$ cat config.mk
export PLATFORM = sky130hd
export DESIGN_NAME = rre_rectangle_decoder_top
export DESIGN_NICKNAME = d
export VERILOG_FILES = /design/src/rtl/rre_pkg.sv /design/src/rtl/rre_front.sv /design/src/rtl/rre_queue.sv /design/src/rtl/rre_back.sv /design/src/rtl/rre_rectangle_decoder_top.sv
export SDC_FILE = /design/constraint.sdc
export NUM_CORES = 1
export LEC_CHECK = 0
export CAP_MARGIN = 0
export CORE_MARGIN = 4
export CORE_UTILIZATION = 60
export DETAILED_ROUTE_END_ITERATION = 10
export DONT_BUFFER_PORTS = 1
export PLACE_DENSITY = 0.76
export SYNTH_ARGS = -nofsm -noshare
export SYNTH_HDL_FRONTEND = slang
export SYNTH_HIERARCHICAL = 1
export SYNTH_SLANG_ARGS = --single-unit
$ cat constraint.sdc
create_clock -name clk -period 10.15 [get_ports clk]
set_input_delay 2.03 -clock clk [delete_from_list [all_inputs] [get_ports clk]]
set_output_delay 2.03 -clock clk [all_outputs]
set_load 0.02 [all_outputs]
$ cat src/rtl/rre_pkg.sv
// Shared types and constants for the RRE rectangle decoder.
// No dependencies; used by every module of the block but the checker.
package rre_pkg;

  localparam int BYTE_W  = 8;
  localparam int FIELD_W = 16;
  localparam int COORD_W = 17;
  localparam int PIX_W   = 32;
  localparam int COUNT_W = 32;
  localparam int PSZ_W   = 2;
  localparam int CFG_IDX_W = 3;
  localparam int OUT_DATA_W = 104;

  // Configuration register indexes
  localparam logic [CFG_IDX_W-1:0] CFG_PSIZE  = 3'd0;
  localparam logic [CFG_IDX_W-1:0] CFG_RECT_X = 3'd1;
  localparam logic [CFG_IDX_W-1:0] CFG_RECT_Y = 3'd2;
  localparam logic [CFG_IDX_W-1:0] CFG_RECT_W = 3'd3;
  localparam logic [CFG_IDX_W-1:0] CFG_RECT_H = 3'd4;

  // Pixel size codes; any other code means 4-byte pixels
  localparam logic [PSZ_W-1:0] PSZ_1B    = 2'd0;
  localparam logic [PSZ_W-1:0] PSZ_2B    = 2'd1;
  localparam logic [PSZ_W-1:0] PSZ_RESET = 2'd2;

  typedef enum logic [2:0] {
    PH_IDLE, PH_COUNT, PH_BG, PH_SPIX, PH_SX, PH_SY, PH_SW, PH_SH
  } phase_t;

  typedef enum logic [1:0] {
    CMD_BG, CMD_SUB, CMD_ERR
  } cmd_kind_t;

  typedef struct packed {
    logic [PSZ_W-1:0]   psize;
    logic [FIELD_W-1:0] rect_x;
    logic [FIELD_W-1:0] rect_y;
    logic [FIELD_W-1:0] rect_w;
    logic [FIELD_W-1:0] rect_h;
  } cfg_t;

  // Classified fill command handed from the parser to the back end
  typedef struct packed {
    cmd_kind_t          kind;
    logic [PIX_W-1:0]   pix;
    logic [FIELD_W-1:0] sx;
    logic [FIELD_W-1:0] sy;
    logic [FIELD_W-1:0] sw;
    logic [FIELD_W-1:0] sh;
    logic               last;
  } cmd_t;

  // Queue status seen by the back end and the input handshake
  typedef struct packed {
    logic full;
    logic nonempty;
  } q_stat_t;

  typedef struct packed {
    logic [COORD_W-1:0] xl;
    logic [COORD_W-1:0] yt;
    logic [COORD_W-1:0] xr;
    logic [COORD_W-1:0] yb;
    logic [PIX_W-1:0]   pix;
    logic               err;
    logic               last;
  } res_t;

endpackage

$ cat src/rtl/rre_front.sv
// Byte parser of the RRE decoder: walks the payload and classifies fill commands.
// Depends on rre_pkg.
module rre_front (
  input  logic                        clk,
  input  logic                        rst_n,
  input  logic                        in_accept,
  input  logic [rre_pkg::BYTE_W-1:0]  in_byte,
  input  logic                        in_start,
  input  rre_pkg::cfg_t               cfg,
  output logic                        push,
  output rre_pkg::cmd_t               cmd
);

  rre_pkg::phase_t              phase_r, phase_nxt, cur_phase;
  logic [1:0]                   idx_r, idx_nxt, cur_idx;
  logic [rre_pkg::COUNT_W-1:0]  left_r, left_nxt, cur_left, cnt_shift, dec_left;
  logic [rre_pkg::PIX_W-1:0]    pix_r, pix_nxt, cur_pix, pix_ins;
  logic [rre_pkg::BYTE_W-1:0]   fld_r, fld_nxt;
  logic [rre_pkg::FIELD_W-1:0]  sx_r, sx_nxt, sy_r, sy_nxt, sw_r, sw_nxt, fld_h;
  logic [2:0]                   nbytes;
  logic                         pix_more, x_over, y_over, last_w;

  // A start mark clears the parser and takes this byte as the first count byte
  assign cur_phase = in_start ? rre_pkg::PH_COUNT : phase_r;
  assign cur_idx   = in_start ? 2'd0 : idx_r;
  assign cur_left  = in_start ? '0 : left_r;
  assign cur_pix   = in_start ? '0 : pix_r;

  always_comb begin
    case (cfg.psize)
      rre_pkg::PSZ_1B: nbytes = 3'd1;
      rre_pkg::PSZ_2B: nbytes = 3'd2;
      default:         nbytes = 3'd4;
    endcase
  end

  assign pix_ins   = cur_pix | ({24'd0, in_byte} << {cur_idx, 3'b000});
  assign pix_more  = ({1'b0, cur_idx} + 3'd1) < nbytes;
  assign cnt_shift = {cur_left[23:0], in_byte};
  assign dec_left  = cur_left - 32'd1;
  assign fld_h     = {fld_r, in_byte};
  assign x_over    = ({1'b0, sx_r} + {1'b0, sw_r}) > {1'b0, cfg.rect_w};
  assign y_over    = ({1'b0, sy_r} + {1'b0, fld_h}) > {1'b0, cfg.rect_h};

  // Next parser state and the command a completed field produces
  always_comb begin
    phase_nxt = phase_r;
    idx_nxt   = idx_r;
    left_nxt  = left_r;
    pix_nxt   = pix_r;
    fld_nxt   = fld_r;
    sx_nxt    = sx_r;
    sy_nxt    = sy_r;
    sw_nxt    = sw_r;
    last_w    = 1'b0;
    push      = 1'b0;
    cmd.kind  = rre_pkg::CMD_BG;
    cmd.pix   = pix_ins;
    cmd.sx    = sx_r;
    cmd.sy    = sy_r;
    cmd.sw    = sw_r;
    cmd.sh    = fld_h;
    cmd.last  = 1'b0;
    if (in_accept) begin
      phase_nxt = cur_phase;
      idx_nxt   = cur_idx;
      left_nxt  = cur_left;
      pix_nxt   = cur_pix;
      case (cur_phase)
        rre_pkg::PH_COUNT: begin
          left_nxt = cnt_shift;
          if (cur_idx == 2'd3) begin
            // a count with the sign bit set means no subrectangles
            if (cnt_shift[rre_pkg::COUNT_W-1]) left_nxt = '0;
            idx_nxt   = 2'd0;
            phase_nxt = rre_pkg::PH_BG;
          end else begin
            idx_nxt = cur_idx + 2'd1;
          end
        end
        rre_pkg::PH_BG, rre_pkg::PH_SPIX: begin
          if (pix_more) begin
            pix_nxt = pix_ins;
            idx_nxt = cur_idx + 2'd1;
          end else begin
            idx_nxt = 2'd0;
            if (cur_phase == rre_pkg::PH_SPIX) begin
              pix_nxt   = pix_ins;
              phase_nxt = rre_pkg::PH_SX;
            end else begin
              last_w    = (cur_left == '0);
              push      = 1'b1;
              cmd.kind  = rre_pkg::CMD_BG;
              cmd.last  = last_w;
              pix_nxt   = '0;
              phase_nxt = last_w ? rre_pkg::PH_IDLE : rre_pkg::PH_SPIX;
            end
          end
        end
        rre_pkg::PH_SX, rre_pkg::PH_SY, rre_pkg::PH_SW, rre_pkg::PH_SH: begin
          if (cur_idx == 2'd0) begin
            fld_nxt = in_byte;
            idx_nxt = 2'd1;
          end else begin
            idx_nxt = 2'd0;
            if (cur_phase == rre_pkg::PH_SX) begin
              sx_nxt    = fld_h;
              phase_nxt = rre_pkg::PH_SY;
            end else if (cur_phase == rre_pkg::PH_SY) begin
              sy_nxt    = fld_h;
              phase_nxt = rre_pkg::PH_SW;
            end else if (cur_phase == rre_pkg::PH_SW) begin
              sw_nxt    = fld_h;
              phase_nxt = rre_pkg::PH_SH;
            end else begin
              push    = 1'b1;
              cmd.pix = cur_pix;
              pix_nxt = '0;
              if (x_over || y_over) begin
                // out of bounds: report and drop the rest of the rectangle
                cmd.kind  = rre_pkg::CMD_ERR;
                cmd.last  = 1'b1;
                left_nxt  = '0;
                phase_nxt = rre_pkg::PH_IDLE;
              end else begin
                last_w    = (dec_left == '0);
                cmd.kind  = rre_pkg::CMD_SUB;
                cmd.last  = last_w;
                left_nxt  = dec_left;
                phase_nxt = last_w ? rre_pkg::PH_IDLE : rre_pkg::PH_SPIX;
              end
            end
          end
        end
        default: begin
          // idle: ignore bytes until the next start mark
        end
      endcase
    end
  end

  always_ff @(posedge clk) begin
    if (!rst_n) begin
      phase_r <= rre_pkg::PH_IDLE;
      idx_r   <= '0;
      left_r  <= '0;
      pix_r   <= '0;
      fld_r   <= '0;
      sx_r    <= '0;
      sy_r    <= '0;
      sw_r    <= '0;
    end else begin
      phase_r <= phase_nxt;
      idx_r   <= idx_nxt;
      left_r  <= left_nxt;
      pix_r   <= pix_nxt;
      fld_r   <= fld_nxt;
      sx_r    <= sx_nxt;
      sy_r    <= sy_nxt;
      sw_r    <= sw_nxt;
    end
  end

endmodule

$ cat src/rtl/rre_queue.sv
// Two-entry command queue between the RRE parser and the result stage.
// Depends on rre_pkg.
module rre_queue (
  input  logic               clk,
  input  logic               rst_n,
  input  logic               push,
  input  rre_pkg::cmd_t      push_cmd,
  input  logic               pop,
  output rre_pkg::cmd_t      head,
  output rre_pkg::q_stat_t   stat
);

  rre_pkg::cmd_t ent_r [2];
  logic       wr_ptr_r, wr_ptr_nxt, rd_ptr_r, rd_ptr_nxt;
  logic [1:0] cnt_r, cnt_nxt;

  // Advance pointers and the fill count on each transfer
  always_comb begin
    wr_ptr_nxt = push ? ~wr_ptr_r : wr_ptr_r;
    rd_ptr_nxt = pop ? ~rd_ptr_r : rd_ptr_r;
    cnt_nxt    = cnt_r + {1'b0, push} - {1'b0, pop};
  end

  always_ff @(posedge clk) begin
    if (!rst_n) begin
      wr_ptr_r <= 1'b0;
      rd_ptr_r <= 1'b0;
      cnt_r    <= '0;
    end else begin
      wr_ptr_r <= wr_ptr_nxt;
      rd_ptr_r <= rd_ptr_nxt;
      cnt_r    <= cnt_nxt;
    end
  end

  // Entry storage, no reset
  always_ff @(posedge clk) begin
    if (push) ent_r[wr_ptr_r] <= push_cmd;
  end

  assign head          = ent_r[rd_ptr_r];
  assign stat.full     = (cnt_r == 2'd2);
  assign stat.nonempty = (cnt_r != 2'd0);

endmodule

$ cat src/rtl/rre_back.sv
// Result stage of the RRE decoder: turns commands into absolute fills.
// Depends on rre_pkg; holds the output register.
module rre_back (
  input  logic               clk,
  input  logic               rst_n,
  input  rre_pkg::cmd_t      head,
  input  rre_pkg::q_stat_t   stat,
  input  rre_pkg::cfg_t      cfg,
  input  logic               out_ready,
  output logic               pop,
  output logic               out_valid,
  output rre_pkg::res_t      res
);

  logic          vld_r, vld_nxt;
  rre_pkg::res_t res_r, res_nxt;
  logic [rre_pkg::COORD_W:0] xl_w, yt_w, xr_w, yb_w;

  // Load a new result when the register is empty or being drained
  assign pop = stat.nonempty && (!vld_r || out_ready);

  always_comb begin
    xl_w = {2'b00, cfg.rect_x} + {2'b00, head.sx};
    yt_w = {2'b00, cfg.rect_y} + {2'b00, head.sy};
    xr_w = xl_w + {2'b00, head.sw};
    yb_w = yt_w + {2'b00, head.sh};
    res_nxt.pix  = head.pix;
    res_nxt.last = head.last;
    res_nxt.err  = 1'b0;
    case (head.kind)
      rre_pkg::CMD_BG: begin
        res_nxt.xl = {1'b0, cfg.rect_x};
        res_nxt.yt = {1'b0, cfg.rect_y};
        res_nxt.xr = {1'b0, cfg.rect_x} + {1'b0, cfg.rect_w};
        res_nxt.yb = {1'b0, cfg.rect_y} + {1'b0, cfg.rect_h};
      end
      rre_pkg::CMD_SUB: begin
        res_nxt.xl = xl_w[rre_pkg::COORD_W-1:0];
        res_nxt.yt = yt_w[rre_pkg::COORD_W-1:0];
        res_nxt.xr = xr_w[rre_pkg::COORD_W-1:0];
        res_nxt.yb = yb_w[rre_pkg::COORD_W-1:0];
      end
      default: begin
        // bounds error: all coordinates and pixel zero
        res_nxt.xl   = '0;
        res_nxt.yt   = '0;
        res_nxt.xr   = '0;
        res_nxt.yb   = '0;
        res_nxt.pix  = '0;
        res_nxt.err  = 1'b1;
        res_nxt.last = 1'b1;
      end
    endcase
    if (pop) vld_nxt = 1'b1;
    else if (out_ready) vld_nxt = 1'b0;
    else vld_nxt = vld_r;
  end

  always_ff @(posedge clk) begin
    if (!rst_n) vld_r <= 1'b0;
    else vld_r <= vld_nxt;
  end

  always_ff @(posedge clk) begin
    if (pop) res_r <= res_nxt;
  end

  assign out_valid = vld_r;
  assign res       = res_r;

endmodule

$ cat src/rtl/rre_rectangle_decoder_top.sv
// Top level of the RRE rectangle decoder: configuration registers and wiring.
// Depends on rre_pkg, rre_front, rre_queue and rre_back.
//
//   channel  | direction | contents
//   in_*     | input     | tdata: data_byte [7:0]; tuser: start_of_rect
//   out_*    | output    | tdata: fill command (104 bits); tlast: last
//   cfg_*    | input     | register index and 16-bit write data, no read-back
//
// One payload byte is taken every cycle while in_tready is high; a completed
// result is written to the queue, then loaded into the output register.
// Synchronous active-low reset returns the parser to idle and the registers to
// their defaults; there is no clearing pass.
// in_tready falls only while the two-entry command queue is full, which happens
// when out_tready has been low for three result-producing bytes (one waits in
// the output register, two in the queue).
module rre_rectangle_decoder_top (
  input  logic                               clk,
  input  logic                               rst_n,
  input  logic                               in_tvalid,
  output logic                               in_tready,
  input  logic [rre_pkg::BYTE_W-1:0]         in_tdata,   // [7:0] data_byte
  input  logic                               in_tuser,   // [0] start_of_rect
  output logic                               out_tvalid,
  input  logic                               out_tready,
  // [16:0] x_left, [33:17] y_top, [50:34] x_right, [67:51] y_bottom,
  // [99:68] pixel_value, [100] decode_error, [103:101] zero
  output logic [rre_pkg::OUT_DATA_W-1:0]     out_tdata,
  output logic                               out_tlast,
  input  logic                               cfg_we,
  input  logic [rre_pkg::CFG_IDX_W-1:0]      cfg_index,
  input  logic [rre_pkg::FIELD_W-1:0]        cfg_wdata
);

  rre_pkg::cfg_t    cfg_r, cfg_nxt;
  rre_pkg::cmd_t    push_cmd, head;
  rre_pkg::q_stat_t stat;
  rre_pkg::res_t    res;
  logic             in_accept, push, pop;

  // Register writes; indexes beyond the list are dropped
  always_comb begin
    cfg_nxt = cfg_r;
    if (cfg_we) begin
      case (cfg_index)
        rre_pkg::CFG_PSIZE:  cfg_nxt.psize  = cfg_wdata[rre_pkg::PSZ_W-1:0];
        rre_pkg::CFG_RECT_X: cfg_nxt.rect_x = cfg_wdata;
        rre_pkg::CFG_RECT_Y: cfg_nxt.rect_y = cfg_wdata;
        rre_pkg::CFG_RECT_W: cfg_nxt.rect_w = cfg_wdata;
        rre_pkg::CFG_RECT_H: cfg_nxt.rect_h = cfg_wdata;
        default: cfg_nxt = cfg_r;
      endcase
    end
  end

  always_ff @(posedge clk) begin
    if (!rst_n) begin
      cfg_r.psize  <= rre_pkg::PSZ_RESET;
      cfg_r.rect_x <= '0;
      cfg_r.rect_y <= '0;
      cfg_r.rect_w <= '0;
      cfg_r.rect_h <= '0;
    end else begin
      cfg_r <= cfg_nxt;
    end
  end

  assign in_tready = !stat.full;
  assign in_accept = in_tvalid && in_tready;

  rre_front u_front (
    .clk       (clk),
    .rst_n     (rst_n),
    .in_accept (in_accept),
    .in_byte   (in_tdata),
    .in_start  (in_tuser),
    .cfg       (cfg_r),
    .push      (push),
    .cmd       (push_cmd)
  );

  rre_queue u_queue (
    .clk      (clk),
    .rst_n    (rst_n),
    .push     (push),
    .push_cmd (push_cmd),
    .pop      (pop),
    .head     (head),
    .stat     (stat)
  );

  rre_back u_back (
    .clk       (clk),
    .rst_n     (rst_n),
    .head      (head),
    .stat      (stat),
    .cfg       (cfg_r),
    .out_ready (out_tready),
    .pop       (pop),
    .out_valid (out_tvalid),
    .res       (res)
  );

  assign out_tdata = {3'b000, res.err, res.pix, res.yb, res.xr, res.yt, res.xl};
  assign out_tlast = res.last;

endmodule

* Yosys cells after proc, flatten, opt, wreduce, memory -nomap -nowiden
Memories as Yosys holds them, arrays and structs flattened. A register that Yosys moved wholly into a read port is not among the register bits.
Index checks and enable logic that the tools add are counted.
** Cells by class
- Add/sub/neg operators :: 13
- Order comparisons :: 3
- Eq/ne operators :: 15
- Shift-type cells :: 1
- Multiplexer cells :: 68
- Bitwise operators :: 6
- Reduce and logical (&&, ||, !) cells :: 26
** Operators by type and width (count)
- $mux 32 :: 15
- $mux 34 :: 5
- $pmux 68 s2 :: 1
- $pmux 32 s2 :: 2
- $add 16x16->17 :: 6
- $logic_not 32->1 :: 2
- $add 17x16->17 :: 2
- $gt 17x16->1 :: 2
- $or 32x32->32 :: 1
- $shl 8x5->32 :: 1
- $sub 32x1->32 const B :: 1
- $mux 31 :: 1
- $mux 3 :: 9
- $mux 1 :: 22
- $mux 2 :: 8
- $eq 3x3->1 const B :: 5
- $eq 3x2->1 const B :: 4
- $reduce_and 2->1 :: 5
- $pmux 3 s3 :: 1
- $eq 3x1->1 const B :: 2
- $logic_not 2->1 :: 3
- $pmux 2 s3 :: 1
- $pmux 3 s2 :: 1
- $reduce_and 6->1 :: 1
- 19 further kinds :: 31
** Storage, ports and cells
- Register bits after elaboration :: 298
- RAM bits :: 198
- Input port bits :: 33
- Output and inout port bits :: 107
- Logic and storage cells :: 157
- Memories kept :: 1
** Memory list
- u_queue.ent_r :: depth 2, bits a word 99, read ports 1, clocked after memory_dff 1, wr ports 1, RTL line rre_queue.sv:13 : rre_pkg::cmd_t ent_r [2];

* Longest topological paths before layout
Gate-level depths: netlist (run 1).
- Word-level depth :: 10
- Mapped depth :: 21
- Depth with buffers taken out :: 20

* Modules after synthesis
The synthesis (run 1) kept the hierarchy.
** By module, submodules not included
- rre_front :: times used 1, cells each 1252, area an instance 9427.8 sq um, sequential area each 2502.4 sq um
- rre_back :: times used 1, cells each 858, area an instance 8475.6 sq um, sequential area each 3083.0 sq um
- rre_queue :: times used 1, cells each 329, area an instance 7399.6 sq um, sequential area each 6045.8 sq um
- rre_rectangle_decoder_top :: times used 1, cells each 243, area an instance 2501.1 sq um, sequential area each 1321.3 sq um

* Worst setup path after synthesis (run 1)
No wires, ideal clock.
- Kind :: input to register
- From :: input in_tuser
- To :: memory u_queue/ent_r[0][0] in the netlist's numbering, enable pin
- Library setup time :: 0.570 ns
- Arrival :: 8.439 ns
- Required time :: 9.580 ns
- Setup slack :: 1.141 ns
- Stages :: 12
- Path buffers :: 3
- Cell sequence :: clkinv_1 clkbuf_1 nand2_1 ha_1 buf_2 inv_1 o21ai_0 nor2_1 clkbuf_1 nand3_1 nand2_1 nor2b_1
** Between the ends
- Cells in the longest elaborated chain, start to end :: 10
- Elaborated cells between the ends (all ways) :: 23
- Classes of those cells :: add/sub (1); order compare (1); eq/ne (6); mux (12); reduce/logical (3)
** Ends and longest elaborated chain
- start, declared :: RTL line rre_rectangle_decoder_top.sv:22 : input logic in_tuser,
- branches (longest 6 deep; another with $add 2x1->3)
- $pmux 1 s2 * :: RTL line rre_front.sv:69 : case (cur_phase)
- $mux 1 * :: RTL line rre_front.sv:64 : if (in_accept) begin
- net push :: RTL line rre_rectangle_decoder_top.sv:38 : logic in_accept, push, pop;
- $mux 1 * :: RTL line rre_queue.sv:38 : if (push) ent_r[wr_ptr_r] <= push_cmd;
- $mux 1 (implied by the code) * :: RTL line rre_queue.sv:38
- end, declared :: RTL line rre_queue.sv:13
Mark *: on every way through the listed nets, which the timed path passes.

* Worst setup path after layout (run 1)
- From :: input in_tdata[0] in the netlist's numbering
- To :: register u_front/left_r[28] in the netlist's numbering
** Between the ends
- Cells in the longest elaborated chain, start to end :: 9
** Ends and longest elaborated chain
- start, declared :: RTL line rre_rectangle_decoder_top.sv:21 : input logic [rre_pkg::BYTE_W-1:0] in_tdata,
- $add 16x16->17 :: RTL line rre_front.sv:43 : assign y_over = ({1'b0, sy_r} + {1'b0, fld_h}) > {1'b0, cfg.rect_h};
- $gt 17x16->1 :: RTL line rre_front.sv:43
- $logic_or 1x1->1 :: RTL line rre_front.sv:119 : if (x_over || y_over) begin
- $mux 32 :: RTL line rre_front.sv:119
- $mux 32 :: RTL line rre_front.sv:112 : end else if (cur_phase == rre_pkg::PH_SW) begin
- $mux 32 :: RTL line rre_front.sv:109 : end else if (cur_phase == rre_pkg::PH_SY) begin
- $mux 32 :: RTL line rre_front.sv:106 : if (cur_phase == rre_pkg::PH_SX) begin
- $mux 32 :: RTL line rre_front.sv:101 : if (cur_idx == 2'd0) begin
- $pmux 32 s2 :: RTL line rre_front.sv:69
- end signal, assigned :: RTL line rre_front.sv:155 : left_r <= left_nxt;
- end, declared :: RTL line rre_front.sv:16 : logic [rre_pkg::COUNT_W-1:0] left_r, left_nxt, cur_left, cnt_shift, dec_left;
No other way between the ends.
A chain may end at the register's enable or synchronous reset.

==> impl_metrics.json, run 1 <==
{
  "status": "finished clean",
  "drive_gt1_frac": 0.0913,
  "synth_most_common_cell": "edfxtp_1",
  "start_util": 0.610,
  "final.setup.tns_ns": 0,
  "wirelength_um": 77300,
  "criticalPathCategory": "in -> reg",
  "die_h_um": 223,
  "hold_path.class": "reg -> reg",
  "path_cells": "ha_1 > inv_1 > fa_1 > nor2b_1 > o31a_1 > o41ai_2 > a211oi_1 > or3_1 > a21oi_1 > xnor2_1 > ha_1 > a21boi_0 > nor4b_1 > a211oi_1 > a211oi_1 > o211ai_2 > buf_4 > nor2_1 > nand3_1 > o31ai_1",
  "die_w_um": 223,
  "maxCapViolCount": 0,
  "worstMarginPinSlew_ns": 1.23,
  "vias_per_cell": 6.54,
  "cp_top_family": "compound AO/OA/AOI/OAI gates",
  "synth_commonest_cells": "300 x edfxtp_1, 298 x nand2_1, 197 x dfxtp_1",
  "fill_cells": 3473,
  "critPathArrivalTime_ns": 6.82,
  "synth-edff-count": 300,
  "synth_seq_cells": 497,
  "h-tree-depth": 2,
  "reg2reg_slack_ns": 4.43,
  "cp-start-kind": "input port",
  "grtUsageTotal": 0.301,
  "fin_skew_ns": 0.0218,
  "die_area_mm2": 0.0498,
  "coreArea_mm2": 0.0456,
  "end_kind": "flip-flop",
  "areaGrowthSynthToFinish_pct": 7.24,
  "dpl.hpwl_um": 53200,
  "ys_types": 96,
  "clkTransAtPathRegs_ns": 0.06,
  "cts_buffers": 50,
  "num_io_pins": 140,
  "relSlewSlack": 0.181,
  "hold_buffers": 0,
  "grt_pass1_vias": 20662,
  "num_rows": 78,
  "cpPeakStageDelay_ns": 0.60,
  "clock_latency_ns": 0.61,
  "max-clock-path-buffers": 3,
  "cts_sinks": 497,
  "path_buf_inv": 2,
  "synth-seq-area-share": 0.466,
  "grt_overflow": 0,
  "syn_area_mm2": 0.0278,
  "ys_top_cells_by_area": "edfxtp_1 32%, dfxtp_1 14%, ha_1 7.7%",
  "post_cts_buffers": 0,
  "crit_fanout": 27,
  "drtIter0Drc": 2328,
  "avgSynthCellArea_um2": 10.4,
  "antenna_found_initial": 3,
  "rsz0062_at_grt": "no",
  "synth_top_area_frac": 0.324,
  "first_pass_iters": 6,
  "cts_resized": 0,
  "drcViolationCount": 0,
  "ant_nets": 0,
  "dp.cells": 3158,
  "syn_inst": 2682,
  "finalMaxSlewViolations": 0,
  "hold_viol": 0,
  "cts_tree": "yes",
  "fin_crit_sh": 0.621,
  "ir_drop_v": 0.000270,
  "routabilityCongestion": 0.951,
  "yosys.area.top_type": "edfxtp_1",
  "period_minus_slack_ns": 6.30,
  "setup-violations-final": 0,
  "cp.required_ns": 10.67,
  "final_nets": 2821,
  "synth-async-reset-ratio": 0,
  "grt_pass1_wl_um": 119000,
  "max_freq_mhz": 159,
  "p_leak_uw": 0.0119,
  "ys_warn_count": 6,
  "cpMostUsedCell": "a211oi_1",
  "grt_max_degree": 208,
  "portBuffers": 0,
  "slowest_stage": "nor2_1",
  "wl_per_cell_um": 23.8,
  "num_vias": 21283,
  "powerDensity_mw_per_mm2": 189,
  "cts_root_buf": "clkbuf_16",
  "synth_ff_type": "edfxtp_1",
  "layout.cells.non_filler": 3255
}
## per-layer routing
layer | global-route usage | part of all wire | wire length [um] | up-vias
met5 | 0 | 0 | 0 | -
met4 | 0.104 | 0.032 | 2480 | 0
met3 | 0.0442 | 0.077 | 5960 | 141
met2 | 0.482 | 0.47 | 36100 | 948
met1 | 0.422 | 0.42 | 32800 | 10473
li1 | - | - | - | 9721
## worst reg2reg max path, cell delays in order (launching register included)
cell and delay (ns):
dfxtp_4 0.71, buf_4 0.83, mux2_2 0.44, ha_1 0.23, inv_1 0.07, fa_1 0.21, nor2b_1 0.08, o31a_1 0.28
o31ai_1 0.48, a21boi_1 0.29, xor2_1 0.23, ha_1 0.39, and4_1 0.20, a21oi_1 0.13, o21ai_0 0.08, a21oi_1 0.31
o21ai_0 0.18, xnor2_1 0.15, a211oi_1 0.24
## where the power goes
group          internal [uW]  switching [uW]
Sequential              2410             376
Combinational            313             555
Clock                   1160             819
## metrics by stage
step                      utilization  hold slack, ns  cell area, um^2  power, uW  setup slack, ns
after global routing            0.654           0.514            29800       5840             3.71
after CTS                       0.654           0.488            29800       5650             3.98
after floorplan                     -           0.449            27800       3440             1.14
final                           0.654           0.489            29800       5630             3.85
after detailed placement        0.615           0.479            28000       3680             3.40
after global placement          0.615           0.468            28000       3660             3.42
## area by class of cell
class / instances / area, um^2 / share of cell area
clock buffer: 64 / 1360 / 0.0454
tap: 600 / 751 / 0.0252
inverter: 97 / 364 / 0.0122
antenna: 3 / 7.51 / 0.000252
multi-input combinational: 1939 / 13800 / 0.462
timing repair buffer: 25 / 188 / 0.00629
clock inverter: 30 / 412 / 0.0138
sequential: 497 / 13000 / 0.435
## path summary, 6_finish.rpt
check,start,cells after the start,to
worst max-delay path,in_tdata[0],20,u_front/left_r[28]
worst min-delay path,cfg_r[3],2,cfg_r[3]
worst max register to register,flip-flop,18,u_back/res[66]
worst min register to register,cfg_r[3],2,cfg_r[3]
## cell families after synthesis
group           share of synthesized area
other cells                      0.000135
flops                               0.466
fa+ha+maj                          0.0823
xor+xnor                           0.0351
compound gates                      0.170
mux                                0.0731
simple gates                        0.134
buf+inv                            0.0399
## state kept, by name, summed over array words and instances, names as in the netlist, named ones only
register and flops:
u_queue/ent_r 198, u_back/res 102, cfg_r 66, u_front/left_r 32, u_front/pix_r 32, u_front/sw_r 16
u_front/sx_r 16, u_front/sy_r 16, u_front/fld_r 8, u_front/phase_r 3, u_front/idx_r 2, u_queue/cnt_r 2
u_back/out_valid 1, u_queue/rd_ptr_r 1, u_queue/wr_ptr_r 1
## placed cells by master (no fill, tap or decap), types with 37 or more instances in the layout
master,netlist,routed
ha_1,170,170
nand3_1,37,37
mux2_2,89,88
a21o_1,52,52
nand2_1,298,298
a21oi_1,129,129
xnor2_1,72,72
nor3_1,43,43
a22o_1,43,43
o21ai_0,117,117
a21boi_0,64,64
xor2_1,37,37
mux2i_1,88,88
nor2b_1,96,93
a22oi_1,52,52
dfxtp_1,197,196
clkbuf_16,0,51
edfxtp_1,300,300
nor2_1,156,156
inv_1,95,95
Power figures use the tool's default switching activity.
==> run 2: changes to the inputs <==
==> constraint.sdc (replaced) <==
create_clock -name clk -period 6.6 [get_ports clk]
set_input_delay 1.32 -clock clk [delete_from_list [all_inputs] [get_ports clk]]
set_output_delay 1.32 -clock clk [all_outputs]
set_load 0.02 [all_outputs]
==> run 2 against run 1 <==
Compared with the run above: count of clock-buffer cells in the layout up 5; global-route usage up 0.21 points; combinational power grew 56%; design area increased by 0.41%; non-clock buffer count grew 5; die area did not move; largest cell class unchanged; largest power group unchanged; clock skew rose by 0.018 ns; utilization grew 0.27 points; worst setup slack got worse by 2.6 ns; wire length increased by 0.56%; first-iteration DRC count down 7.3%.
==> impl_metrics.json, run 2 (same netlist as run 1, synthesis figures left out) <==
{
  "largest_register_ffs": 198,
  "post_cts_buffers": 0,
  "drcViolationCount": 0,
  "cp_top_family": "compound AO/OA/AOI/OAI gates",
  "maxCapViolCount": 0,
  "critPathArrivalTime_ns": 5.91,
  "diodes": 0,
  "final.setup.tns_ns": 0,
  "cp.required_ns": 7.14,
  "final_cell_mix": "300 x edfxtp_1, 298 x nand2_1, 196 x dfxtp_1",
  "fin_crit_sh": 0.814,
  "ir_drop_v": 0.000613,
  "hold_path.class": "reg -> reg",
  "final_util": 0.657,
  "crit_start": "in_tdata[0]",
  "finalMaxSlewViolations": 0,
  "cpPeakStageDelay_ns": 0.38,
  "crit_end": "u_front/phase_r[1]",
  "drtIter0Drc": 2157,
  "areaGrowthSynthToFinish_pct": 7.68,
  "die_w_um": 223,
  "antenna_found_initial": 0,
  "p_leak_uw": 0.0120,
  "worstMarginPinSlew_ns": 1.27,
  "r2r_start": "u_front/sx_r[0]",
  "start_util": 0.610,
  "path_cells": "ha_1 > inv_1 > fa_1 > nor2b_1 > o31a_1 > o41ai_2 > a211oi_1 > or3_1 > a21oi_1 > xnor2_1 > ha_1 > nand4_1 > nor2_1 > nor4b_1 > a211oi_1 > a211oi_1 > o211ai_2 > buf_4 > a31oi_1 > nand3_2 > o311ai_2",
  "relSlewSlack": 0.148,
  "num_vias": 21074,
  "final_common_cell": "edfxtp_1",
  "dpl.hpwl_um": 54400,
  "grt_pass1_wl_um": 120000,
  "ff2ff_path_depth": 20,
  "cts_buffers": 51,
  "cts_root_buf": "clkbuf_16",
  "num_rows": 78,
  "grt_pass1_vias": 20675,
  "portBuffers": 0,
  "die_area_mm2": 0.0498,
  "slowest_stage": "or3_1",
  "max_freq_mhz": 186,
  "end_kind": "flip-flop",
  "top_register": "u_queue/ent_r",
  "clkTransAtPathRegs_ns": 0.07,
  "cpMostUsedCell": "a211oi_1",
  "status": "finished clean",
  "crit_fanout": 21,
  "powerDensity_mw_per_mm2": 291,
  "setup-violations-final": 0,
  "final_nets": 2827,
  "vias_per_cell": 6.47,
  "period_minus_slack_ns": 5.37,
  "ant_nets": 0,
  "r2r_end": "u_front/phase_r[1]",
  "first_pass_iters": 6,
  "h-tree-depth": 2,
  "routabilityCongestion": 0.906,
  "reg2reg_slack_ns": 1.23,
  "drive_gt1_frac": 0.0959,
  "die_h_um": 223,
  "cts_sinks": 497,
  "path_buf_inv": 2,
  "wirelength_um": 77800,
  "cts_tree": "yes",
  "critical_path_cell_count": 21,
  "hold_buffers": 0,
  "grt_overflow": 0,
  "num_io_pins": 140,
  "hold_viol": 0,
  "cp-start-kind": "input port",
  "clock_latency_ns": 0.63,
  "fin_skew_ns": 0.0401,
  "grtUsageTotal": 0.303,
  "criticalPathCategory": "in -> reg",
  "rsz0062_at_grt": "no",
  "max-clock-path-buffers": 3,
  "cts_resized": 0,
  "wl_per_cell_um": 23.9,
  "coreArea_mm2": 0.0456,
  "grt_max_degree": 208
}
## run 2: cell types whose count changed in the layout (fill, tap and decap cells not counted), moves of 2 or more
cell        delta
buf_12         +2
buf_4          +3
bufinv_16      -5
clkbuf_1       -5
clkbuf_16      +4
clkbuf_8       +6
clkinv_2       -3
clkinvlp_4     +2
diode_2        -3
inv_6          +4
## run 2: area by class of cell
class / count / area [um^2]
Clock inverter: 27 / 315
Tap cell: 600 / 751
Inverter: 97 / 364
Sequential cell: 497 / 13000
Multi-Input combinational cell: 1939 / 13800
Timing Repair Buffer: 30 / 250
Clock buffer: 69 / 1520
Fill cell: 3483 / 15600
## run 2: how the worst min path moves through the flow
stage / to / cells after the start / slack, ns / start
after CTS: cfg_r[7] / 2 / 0.49 / cfg_r[7]
after floorplan: cfg_r[64] / 2 / 0.45 / cfg_r[64]
final: cfg_r[7] / 2 / 0.49 / cfg_r[7]
after detailed placement: cfg_r[7] / 2 / 0.48 / cfg_r[7]
after global placement: u_queue/ent_r[1][54] / 0 / 0.47 / u_front/sx_r[5]
after global routing: cfg_r[7] / 2 / 0.50 / cfg_r[7]
## run 2: worst reg2reg max path, cell delays in order (launching register included)
cell and delay (ns):
dfxtp_1 0.43, ha_1 0.20, inv_1 0.05, fa_1 0.39
nor2b_1 0.18, o2111ai_1 0.17, and3_1 0.20, a211oi_1 0.39
or3_1 0.17, a21oi_1 0.07, xnor2_1 0.15, ha_1 0.30
nand4_1 0.16, nor4_1 0.57, mux2i_1 0.17, a211oi_1 0.37
o211ai_2 0.29, buf_4 0.32, a31oi_1 0.30, nand3_2 0.14
o311ai_2 0.25
## run 2: layer usage
layer	GRT usage	vias to the layer above	part of all wire
met3	0.0534	147	0.071
met4	0.0897	0	0.030
met2	0.487	842	0.47
met5	0	-	0
met1	0.425	10353	0.43
li1	-	9732	-
## run 2: stage by stage
stage	total power (uW)	hold slack, ns	setup WS (ns)	cells	cell area [um^2]
floorplan	5280	0.449	0.221	2684	27800
global placement	5630	0.467	0.856	3163	28100
detailed placement	5660	0.477	0.712	3163	28100
CTS	8730	0.485	1.33	3259	29900
global route	9030	0.499	0.936	3259	29900
finish	8710	0.489	1.23	3259	29900
## run 2: power by group
| part | internal, uW | leakage (uW) | switching (uW) | total [uW] |
|---|---|---|---|---|
| Sequential | 3700 | 0.00464 | 571 | 4280 |
| Combinational | 483 | 0.00647 | 871 | 1350 |
| Clock | 1770 | 0.000887 | 1320 | 3080 |
==> run 3: changes to the inputs <==
==> constraint.sdc (replaced) <==
create_clock -name clk -period 5.59 [get_ports clk]
set_input_delay 1.118 -clock clk [delete_from_list [all_inputs] [get_ports clk]]
set_output_delay 1.118 -clock clk [all_outputs]
set_load 0.02 [all_outputs]
==> run 3 against run 2 <==
Compared with the run above: design area hardly changed; clock skew is 0.013 ns lower; utilization hardly changed; flip-flop and latch count stayed put; sequential power is 18% higher; critical path depth is 1 lower; count of clock-buffer cells in the layout is 4 higher; sequential share of layout area hardly changed; largest cell class unchanged; highest routed layer unchanged.
==> impl_metrics.json, run 3 (same netlist as run 1, synthesis figures left out) <==
{
  "dpl.hpwl_um": 53600,
  "grt_max_degree": 208,
  "die_w_um": 223,
  "sw_frac_of_total": 0.311,
  "portBuffers": 0,
  "setup-violations-final": 0,
  "coreArea_mm2": 0.0456,
  "r2r_end": "u_front/left_r[5]",
  "max-clock-path-buffers": 3,
  "ant_nets": 0,
  "critPathArrivalTime_ns": 5.59,
  "maxCapViolCount": 0,
  "criticalPathCategory": "reg -> reg",
  "layout.cells.non_filler": 3265,
  "first_pass_iters": 7,
  "grt_pass1_vias": 20366,
  "end_kind": "flip-flop",
  "power_uw": 10200,
  "areaGrowthSynthToFinish_pct": 7.73,
  "vias_per_cell": 6.54,
  "start_util": 0.610,
  "period_minus_slack_ns": 5.05,
  "largest_register_ffs": 198,
  "routabilityCongestion": 0.964,
  "fin_crit_sh": 0.904,
  "wl_per_cell_um": 23.6,
  "final_cell_mix": "300 x edfxtp_1, 298 x nand2_1, 196 x dfxtp_1",
  "final.setup.tns_ns": 0,
  "diodes": 0,
  "final_nets": 2832,
  "worstMarginPinSlew_ns": 1.12,
  "grt_overflow": 0,
  "fin_skew_ns": 0.0268,
  "regArea_mm2": 0.0130,
  "rsz0062_at_grt": "no",
  "ff2ff_path_depth": 20,
  "ir_drop_v": 0.000637,
  "powerDensity_mw_per_mm2": 342,
  "cp-start-kind": "flip-flop",
  "hold_buffers": 0,
  "grt_pass1_wl_um": 118000,
  "cts_buffers": 52,
  "final_common_cell": "edfxtp_1",
  "drive_gt1_frac": 0.0957,
  "wirelength_um": 77100,
  "grtUsageTotal": 0.298,
  "finalMaxSlewViolations": 0,
  "cts_tree": "yes",
  "p_leak_uw": 0.0120,
  "hold_viol": 0,
  "h-tree-depth": 2,
  "drtIter0Drc": 2479,
  "min_to": "u_queue/ent_r[1][63]",
  "hold_path.class": "reg -> reg",
  "clock_latency_ns": 0.62,
  "cp.required_ns": 6.12,
  "post_cts_buffers": 0,
  "crit_start": "u_front/sx_r[0]",
  "cts_root_buf": "clkbuf_16",
  "status": "finished clean",
  "num_rows": 78,
  "power.internal_uw": 7060,
  "cts_sinks": 497,
  "relSlewSlack": 0.253,
  "num_io_pins": 140,
  "hold_ws_ns": 0.485,
  "holdPathStages": 0,
  "top_register": "u_queue/ent_r",
  "die_area_mm2": 0.0498,
  "p_seq_frac": 0.492,
  "comb_power_share": 0.157,
  "r2r_start": "u_front/sx_r[0]",
  "drcViolationCount": 0,
  "num_vias": 21360,
  "crit_fanout": 15,
  "reg2reg_slack_ns": 0.54,
  "antenna_found_initial": 0,
  "p_switching_uw": 3180,
  "fill_cells": 3500,
  "cts_resized": 0,
  "multi_input_area_mm2": 0.0138,
  "clkTransAtPathRegs_ns": 0.06,
  "hold_path_startpoint": "u_front/sx_r[14]",
  "die_h_um": 223,
  "clockPowerShare": 0.351,
  "dp.cells": 3167,
  "max_freq_mhz": 198
}
-- run 3: cell types whose count changed in the layout (fill, tap and decap cells not counted), sizes merged --
cell,change
clkbuf,+4
clkinv,+3
inv,-6
bufinv,+2
buf,+4
clkinvlp,-1
-- run 3: how the worst max path moves through the flow --
stage,end,depth (start not counted),slack (ns)
detailed placement,u_front/left_r[18],21,0.10
global route,u_front/left_r[4],20,0.22
global placement,u_front/left_r[18],21,0.20
finish,u_front/left_r[5],20,0.54
CTS,u_front/left_r[18],20,0.61
floorplan,u_queue/ent_r[0][0],12,0.52
-- run 3: per-layer routing --
layer,global-route usage,routed length (um),part of all wire,vias up
met2,0.473,35300,0.46,1022
met3,0.0404,5810,0.075,196
li1,-,-,-,9746
met1,0.422,32900,0.43,10396
met5,0,0,0,-
met4,0.110,3010,0.039,0
-- run 3: per-stage QoR --
step                      worst slack, ns   util  cell area (um^2)
after floorplan                     0.515      -             27800
after global placement              0.201  0.618             28200
after detailed placement            0.100  0.618             28200
after CTS                           0.608  0.657             30000
after global routing                0.217  0.657             30000
final                               0.536  0.657             30000
-- run 3: power groups by stage --
stage / clock (uW) / combinational [uW] / sequential (uW)
2_1_floorplan: 0 / 1240 / 4990
6_report: 3590 / 1610 / 5040
3_5_place_dp: 0 / 1570 / 5120
4_1_cts: 3650 / 1580 / 5050
5_1_grt: 3800 / 1730 / 5070
3_3_place_gp: 0 / 1540 / 5120
-- run 3: critical path, cell delays in order (launching register included) --
cell and delay [ns]:
dfxtp_1 0.38, ha_1 0.19, inv_1 0.06, fa_1 0.39, nor2b_1 0.17, o2111ai_1 0.16
and3_1 0.20, a211oi_1 0.41, or3_1 0.18, a21oi_1 0.07, xnor2_1 0.14, ha_1 0.31
nand4_1 0.14, nor4_1 0.46, mux2i_1 0.16, a211oi_1 0.30, o211ai_2 0.40, buf_4 0.35
o21ai_0 0.20, nand3_1 0.10, a31oi_1 0.18
-- run 3: layout make-up --
| type | count | share of cell area |
|---|---|---|
| well taps | 600 | 0.0251 |
| clock buffers | 73 | 0.0495 |
| flip-flops and latches | 497 | 0.433 |
| clock inverters | 25 | 0.0105 |
| repair buffers | 34 | 0.00977 |
| inverters | 97 | 0.0122 |
| multi-input cells | 1939 | 0.460 |
